===== src/hw/rtl/vmvt_pkg.sv =====
// Shared constants for the vertex transform pipeline.
`default_nettype none
package vmvt_pkg;
    localparam int FRAC_BITS_DEF = 16;
    localparam int VAL_W         = 32;
    localparam int CLIP_W        = 66;
    localparam int SIZE_W        = 14;
    localparam int CFG_IDX_W     = 1;
    localparam int MAT_LAT       = 2;
    localparam int DIV_LAT       = 34;
    localparam int VP_LAT        = 2;

    localparam logic [CFG_IDX_W-1:0] REG_WIDTH  = 1'b0;
    localparam logic [CFG_IDX_W-1:0] REG_HEIGHT = 1'b1;

    localparam logic [SIZE_W-1:0] WIDTH_RST  = 14'd640;
    localparam logic [SIZE_W-1:0] HEIGHT_RST = 14'd480;

    localparam logic ACT_LOAD   = 1'b0;
    localparam logic ACT_VERTEX = 1'b1;
endpackage
`default_nettype wire


===== src/hw/rtl/vmvt_vp.sv =====
// Viewport map: (ndc * size + size * 2^F) >> 1, saturated; two stages.
`default_nettype none
module vmvt_vp #(
    parameter int FRAC_BITS = vmvt_pkg::FRAC_BITS_DEF
) (
    input  wire                               i_clk,
    input  wire                               i_en,
    input  wire  signed [31:0]                i_ndc,
    input  wire  [vmvt_pkg::SIZE_W-1:0]       i_size,
    output logic signed [31:0]                o_s
);
    localparam int SW = vmvt_pkg::SIZE_W;

    logic signed [46:0] r_prod;
    logic [SW-1:0]      r_size;
    logic signed [47:0] n_off, n_sum;
    logic signed [31:0] r_s;

    assign n_off = $signed({{(48-SW){1'b0}}, r_size}) <<< FRAC_BITS;
    assign n_sum = (48'(r_prod) + n_off) >>> 1;

    always_ff @(posedge i_clk) begin
        if (i_en) begin
            r_prod <= 47'(i_ndc) * 47'($signed({1'b0, i_size}));
            r_size <= i_size;
            if (n_sum > 48'sh0000_7fff_ffff) begin
                r_s <= 32'sh7fff_ffff;
            end else if (n_sum < -48'sh0000_8000_0000) begin
                r_s <= 32'sh8000_0000;
            end else begin
                r_s <= 32'(n_sum);
            end
        end
    end

    assign o_s = r_s;
endmodule
`default_nettype wire


===== config.mk =====
export PLATFORM = sky130hd
export DESIGN_NAME = vmvt_vp
export DESIGN_NICKNAME = d
export VERILOG_FILES = /design/src/hw/rtl/vmvt_pkg.sv /design/src/hw/rtl/vmvt_vp.sv
export SDC_FILE = /design/constraint.sdc
export NUM_CORES = 1
export LEC_CHECK = 0
export ABC_AREA = 0
export BUFFER_PORTS_ARGS = -buffer_cell sky130_fd_sc_hd__buf_4
export CAP_MARGIN = 15
export CORE_MARGIN = 1.5
export CORE_UTILIZATION = 45
export DETAILED_ROUTE_END_ITERATION = 8
export GPL_TIMING_DRIVEN = 0
export PLACE_DENSITY_LB_ADDON = 0.15
export SLEW_MARGIN = 20
export SYNTH_ARGS = -nofsm -noshare
export SYNTH_HDL_FRONTEND = slang
export SYNTH_SLANG_ARGS = --single-unit

===== constraint.sdc =====
create_clock -name i_clk -period 10.8 [get_ports i_clk]
set_clock_uncertainty 0.1 [all_clocks]
set_input_delay 2.7 -clock i_clk [delete_from_list [all_inputs] [get_ports i_clk]]
set_output_delay 2.7 -clock i_clk [all_outputs]
set_load 0.02 [all_outputs]

==> results of run 1 <==
-- kinds of logic after synthesis --
kind of cell / count (synthesis) / synth area share (%)
and+or+nand+nor: 615 / 16.5
buffers and inverters: 555 / 10.5
adders and majority gates: 532 / 48.6
AOI/OAI and AO/OA: 226 / 7.61
DFF: 92 / 13.8
xor gates and xnor gates: 64 / 2.80
muxes: 4 / 0.212
-- routing by layer --
layer	up-vias	wire [um]	global-route usage (%)
li1	6547	-	-
met1	7447	25500	35.3
met2	488	25900	41.4
met3	53	3940	4.65
met4	0	1080	5.48
met5	-	0	0
-- sequential cells by signal, summed over array words and instances (netlist names) --
name    flops
r_prod     46
r_size     14
o_s        32
-- worst max-delay path: cells and delay by family --
family | cells | cell delay, ns
AO/OA/AOI/OAI | 6 | 2.16
XOR/XNOR | 1 | 0.07
adder cells (fa/ha/maj) | 7 | 3.50
AND/OR/NAND/NOR | 3 | 0.49
buffers and inverters | 5 | 1.04
-- metrics by stage --
step                hold slack [ns]  area (um^2)
finish                        0.420        21700
global route                  0.430        21700
CTS                           0.422        21700
floorplan                     0.395        20000
global placement              0.403        21400
detailed placement            0.403        21400
-- placed cells by master, fill, tap and decap left out, drive strengths merged, types with 4 or more instances in the layout --
cell type  instances
and4               4
o21ai             29
clkbuf            89
or3                4
nor2b             14
xor2              17
nand2b             4
nand2            179
xnor2             47
nor2              39
a21oi             68
and3              11
buf               89
a21o              50
nand3             18
edfxtp            92
a211oi             7
inv              468
ha               121
o21bai             4
fa               411
nor3              13
o211ai            13
and2             306
o21a               5
nand4              9
-- path summary, 6_finish.rpt --
check	startpoint	endpoint	slack (ns)	cells after the start
worst max-delay path	i_size[6]	r_prod[45]	0.80	22
worst min-delay path	r_prod[11]	o_s[10]	0.42	1
worst max register to register	r_prod[16]	o_s[24]	6.83	12
worst min register to register	r_prod[11]	o_s[10]	0.42	1
-- final cells by class --
type,instances,area (um^2)
repair buffers,79,597
clock buffers,9,225
flip-flops and latches,92,2760
inverters,465,1750
well taps,592,741
multi-input cells,1441,15200
fillers,4251,22500
clock inverters,7,60.1
plain buffers,90,358
==> summary.md, run 1 <==
## Critical path
* input port — type of element launching the critical path
* 0.74 ns — worst stage delay on the critical path
* register — critical path endpoint category
* sky130_fd_sc_hd__a2111oi_0 — Worst path slowest cell
* buf_4 > clkbuf_1 > nand2_1 > fa_1 > fa_1 > inv_1 > fa_1 > fa_1 > fa_1 > inv_1 > fa_1 > inv_1 > ha_1 > nand2_1 > o21ai_0 > o22ai_1 > a2111oi_0 > nor2_1 > a311o_1 > o21ai_0 > a311o_1 > xor2_1 — worst-path cell chain
* 10 — critical path fanouts, max
* 10.79 ns — required arrival time at the worst endpoint
* 9.99 ns — arrival time of the worst setup path
* input port to register — worst setup path category
* sky130_fd_sc_hd__fa_1 — library cell appearing most often on the critical path

## Synth
* 0% — share of synthesized registers carrying an async set or reset
* sky130_fd_sc_hd__edfxtp_1 — dominant register cell in the synthesized netlist
* 20000 um^2 — Syn Std Cell Area
* 0 — total of warnings raised by yosys
* 71 — number of distinct library cells after synthesis
* 2668 — post-synthesis net count
* 41.1% — post-synth top area share
* 92 — count of flip-flops with a built-in enable after synthesis
* 2088 — cell count after synthesis
* sky130_fd_sc_hd__fa_1 41%, sky130_fd_sc_hd__edfxtp_1 14%, sky130_fd_sc_hd__and2_1 9.5%, sky130_fd_sc_hd__inv_1 8.7%, sky130_fd_sc_hd__ha_1 7.6% — synth top area cells
* 9.60 um^2 — per-instance average area after synthesis
* sky130_fd_sc_hd__fa_1 — Yosys top cell by area
* 465 x sky130_fd_sc_hd__inv_1, 411 x sky130_fd_sc_hd__fa_1, 305 x sky130_fd_sc_hd__and2_1, 179 x sky130_fd_sc_hd__nand2_1, 121 x sky130_fd_sc_hd__ha_1 — leading cell types by count after synthesis
* 92 — synthesized flop and latch total
* sky130_fd_sc_hd__inv_1 — dominant cell by count in the synthesized netlist
* 13.8% — sequential area share after synthesis

## Detailed routing
* 56.4 mm — aggregate routed wire length
* 884 — drt initial violations
* 5.24 — post-DR vias/cell
* 14500 — routed via count
* 4 — detailed-router iteration count before antenna repair
* 0 — DRC viols
* 0 — final antenna-violating net count
* 20.3 um — Wirelength per Cell

## GRT
* 88.5 mm — global-route wire length before repair
* 0 — final global-route overflow total
* 15300 — number of global-route vias before repair
* 93 — maximum number of pins on one net before global-route repair
* 25.4% — Total Routing Usage GR
* 1 — number of antenna violations at the first check in global routing

## Finish
* 2775 — number of cells in the finished layout apart from fillers
* 5.08% — layout cells sized above 1
* 0 — antenna diode count
* 2758 — Final #Nets
* 8.10% — Layout Area Growth over Synthesis
* 49.1% — post-route core utilization

## STA
* 0.803 ns — crit path setup slack, layout
* 10.0 ns — final period demand of the worst path
* 33.2% — slew margin rel.
* 1.00 ns — Worst-Margin Slew
* 0 — Hold Fails Final Rpt
* 0 — # setup viols final
* 0 — Final Max Tran Viols
* false — setup repair after global routing missed its margin
* 92.6% — final worst path period share
* 100 MHz — highest achievable clock rate
* 0 ns — post-route setup TNS

## CTS
* 3 — number of H-tree branching levels
* yes — CTS tree
* 92 — clock sinks
* 9 — number of CTS-inserted buffers
* 0 — cts repair resizes
* 0 — Setup Fix Bufs, Post-CTS
* sky130_fd_sc_hd__clkbuf_16 — root buffer cell
* 0.07 ns — clock-pin transition on the worst setup and hold timing paths
* 0 — CTS Hold Bufs
* 0.34 ns — insertion delay of the later-clocked pin in the worst-skew pair
* 2 — number of buffers on the longest clock path

## Place
* 2759 — total placed cells including tap cells
* 46.3 mm — half-perimeter wire length after placement
* 79 — PortBufs
* 0.453 ns — worst slack after detailed placement
* 0.939 — Routability Congestion

## Run status
* complete, no violations — status

## Floorplanning
* 44100 um^2 — core region area
* 45800 um^2 — full die area
* 214 um — die width
* 45.4% — initial cell density of the core
* 80 — number of top-level design ports
* 77 — number of core rows
* 214 um — vertical die dimension

## Run
* 0 — total of max-cap violations

## Hold path
* register to register — path type of the worst min-delay path

Power of run 1 is not shown: default switching activity piles up to over one toggle a cycle in this logic, so the estimate is an artifact.
==> run 2, diff against run 1 <==
ABC_AREA = 1   (was 0)
SKIP_LAST_GASP = 1   (was default)
==> run 2 against run 1 <==
  * The run now ends with DRC left
  * Global-route usage is 2.4 points higher
  * Synthesized area increased by 6.5%
  * Critical path depth rose by 2
  * Sequential share of layout area down 0.74 points
  * Largest cell class unchanged
  * Highest routed layer unchanged
==> summary.md, run 2 <==
## Run status
* finished with violations — status
* DRC — failing checks

## Detailed routing
* 4.96 — post-DR vias/cell
* 17200 — routed via count
* 18.5 um — Wirelength per Cell
* 64.1 mm — aggregate routed wire length
* 9 — detailed-router iteration count before antenna repair
* 2 — DRC viols
* 1269 — drt initial violations
* 0 — final antenna-violating net count

## Floorplanning
* 46700 um^2 — core region area
* 48700 um^2 — full die area
* 221 um — vertical die dimension
* 80 — number of top-level design ports
* 45.7% — initial cell density of the core
* 221 um — die width
* 79 — number of core rows

## CTS
* sky130_fd_sc_hd__clkbuf_16 — root buffer cell
* 2 — number of buffers on the longest clock path
* 0 — cts repair resizes
* 3 — number of H-tree branching levels
* 92 — clock sinks
* 9 — number of CTS-inserted buffers
* 0.07 ns — clock-pin transition on the worst setup and hold timing paths
* yes — CTS tree
* 0 — CTS Hold Bufs
* 0 — Setup Fix Bufs, Post-CTS
* 0.34 ns — insertion delay of the later-clocked pin in the worst-skew pair

## STA
* 9.14 ns — final period demand of the worst path
* 109 MHz — highest achievable clock rate
* 1.23 ns — Worst-Margin Slew
* 0 — Final Max Tran Viols
* false — setup repair after global routing missed its margin
* 0 — # setup viols final
* 0 ns — post-route setup TNS
* 17.9% — slew margin rel.
* 84.6% — final worst path period share
* 0 — Hold Fails Final Rpt

## Finish
* 7.76% — Layout Area Growth over Synthesis
* 4.10% — layout cells sized above 1
* 0 — antenna diode count
* 3432 — Final #Nets
* r_prod — register containing the most flip-flops in the final layout
* 46 — Largest register FFs
* sky130_fd_sc_hd__inv_1 — leading cell type in the layout, fill and taps excluded
* 886 x sky130_fd_sc_hd__inv_1, 759 x sky130_fd_sc_hd__nand2_1, 411 x sky130_fd_sc_hd__fa_1 — commonest non-fill, non-tap cells in the layout

## GRT
* 27.7% — Total Routing Usage GR
* met2 — busiest layer in global routing
* 0 — number of antenna violations at the first check in global routing
* 93 — maximum number of pins on one net before global-route repair
* 46.3% — global-route track usage on met2
* 18200 — number of global-route vias before repair
* 100 mm — global-route wire length before repair
* 0 — final global-route overflow total
* 5.17% — met3 track utilization from global routing
* 36.2% — Global Route met1 Usage

## Place
* 0.927 — Routability Congestion
* 79 — PortBufs
* 53.2 mm — half-perimeter wire length after placement

## Synth
* 38.5% — post-synth top area share
* 21300 um^2 — Syn Std Cell Area
* 3342 — post-synthesis net count
* 92 — synthesized flop and latch total
* 35 — number of distinct library cells after synthesis
* sky130_fd_sc_hd__edfxtp_1 — dominant register cell in the synthesized netlist
* 2762 — cell count after synthesis
* 92 — count of flip-flops with a built-in enable after synthesis
* sky130_fd_sc_hd__fa_1 39%, sky130_fd_sc_hd__inv_1 16%, sky130_fd_sc_hd__nand2_1 13%, sky130_fd_sc_hd__edfxtp_1 13%, sky130_fd_sc_hd__ha_1 7.1% — synth top area cells
* 886 x sky130_fd_sc_hd__inv_1, 759 x sky130_fd_sc_hd__nand2_1, 411 x sky130_fd_sc_hd__fa_1, 121 x sky130_fd_sc_hd__ha_1, 109 x sky130_fd_sc_hd__nor2_1 — leading cell types by count after synthesis
* 12.9% — sequential area share after synthesis
* sky130_fd_sc_hd__fa_1 — Yosys top cell by area
* 0 — total of warnings raised by yosys
* sky130_fd_sc_hd__inv_1 — dominant cell by count in the synthesized netlist
* 0% — share of synthesized registers carrying an async set or reset
* 7.73 um^2 — per-instance average area after synthesis

## Critical path
* 7.74 ns — worst-case register-to-register setup slack
* i_size[5] — Worst Setup SP
* 8 — Bufs and invs on worst path
* 9.20 ns — arrival time of the worst setup path
* input port — type of element launching the critical path
* 10.86 ns — required arrival time at the worst endpoint
* adder cells — category of cells accounting for the largest share of critical-path delay
* input port to register — worst setup path category
* sky130_fd_sc_hd__clkbuf_1 — Worst path slowest cell
* 0.93 ns — worst stage delay on the critical path
* o_s[14] — worst reg2reg path endpoint
* r_prod[16] — beginning of the worst register-to-register path
* 17 — logic depth of the worst register-to-register path
* 10 — critical path fanouts, max
* register — critical path endpoint category
* buf_4 > clkbuf_1 > nand2_1 > inv_1 > fa_1 > inv_1 > fa_1 > inv_1 > fa_1 > fa_1 > fa_1 > inv_1 > fa_1 > inv_1 > ha_1 > nand2_1 > nor2_1 > inv_1 > o21ai_1 > a21oi_1 > o21ai_1 > nand2_1 > nand2_1 > xor2_1 — worst-path cell chain

## Hold path
* register to register — path type of the worst min-delay path
* 2 — Hold Path Depth
* o_s[1] — terminating pin of the worst hold path
* r_prod[2] — worst hold start

## Run
* 0 — total of max-cap violations

-- run 2: cell types whose count changed after synthesis, moves of 11 or more --
cell and change:
sky130_fd_sc_hd__xnor2_1 -26, sky130_fd_sc_hd__nand3_1 +39, sky130_fd_sc_hd__nor2b_1 -14, sky130_fd_sc_hd__nand2_1 +580
sky130_fd_sc_hd__and2_1 -301, sky130_fd_sc_hd__xor2_1 +28, sky130_fd_sc_hd__o211ai_1 -12, sky130_fd_sc_hd__nor2_1 +70
sky130_fd_sc_hd__inv_1 +421, sky130_fd_sc_hd__a21o_1 -42, sky130_fd_sc_hd__and3_1 -11
-- run 2: final cells by class --
class | instances | area, um^2
plain buffers | 80 | 348
clock buffers | 9 | 225
repair buffers | 79 | 597
fillers | 4638 | 23700
multi-input cells | 1704 | 14900
well taps | 607 | 759
clock inverters | 7 | 72.6
inverters | 886 | 3330
flip-flops and latches | 92 | 2760
-- run 2: per-stage QoR --
stage | setup WS [ns] | utilization [%] | cell area (um^2) | instances | hold WS (ns)
3_3_place_gp | 1.31 | 48.6 | 22700 | 3448 | 0.397
2_1_floorplan | 2.56 | - | 21300 | 2762 | 0.387
5_1_grt | 1.41 | 49.3 | 23000 | 3464 | 0.444
4_1_cts | 1.62 | 49.3 | 23000 | 3464 | 0.418
3_5_place_dp | 1.27 | 48.7 | 22700 | 3448 | 0.400
6_report | 1.66 | 49.3 | 23000 | 3464 | 0.419
-- run 2: worst max path at each step --
stage	end	slack [ns]	cells after the start
finish	r_prod[25]	1.66	24
global route	r_prod[43]	1.41	22
CTS	r_prod[36]	1.62	24
detailed placement	r_prod[36]	1.27	24
global placement	r_prod[36]	1.31	24
floorplan	r_prod[46]	2.56	19
-- run 2: worst register-to-register path: cells and delay by family (launching register included) --
family                   cells  cell delay (ns)
flip-flops                   1             0.38
AND/OR/NAND/NOR             13             1.15
buffers and inverters        1             0.19
adder cells (fa/ha/maj)      2             0.74
XOR/XNOR                     1             0.26
-- run 2: per-layer routing --
layer | part of all wire [%] | wire length [um] | vias to the layer above
met4 | 3.8 | 2450 | 0
met2 | 46 | 29800 | 691
met1 | 41 | 26500 | 8374
met5 | 0 | 0 | -
met3 | 8.4 | 5410 | 124
li1 | - | - | 8008
-- run 2: cells by family (layout without fill, tap and decap cells) --
logic type / after synthesis / after routing / synth area share [%]
adders and majority gates: 532 / 532 / 45.6
xor gates and xnor gates: 66 / 66 / 2.71
buffers and inverters: 966 / 1061 / 17.2
AOI/OAI and AO/OA: 131 / 131 / 3.41
DFF: 92 / 92 / 12.9
and+or+nand+nor: 975 / 975 / 18.1
Power of run 2 is left out for the same reason.
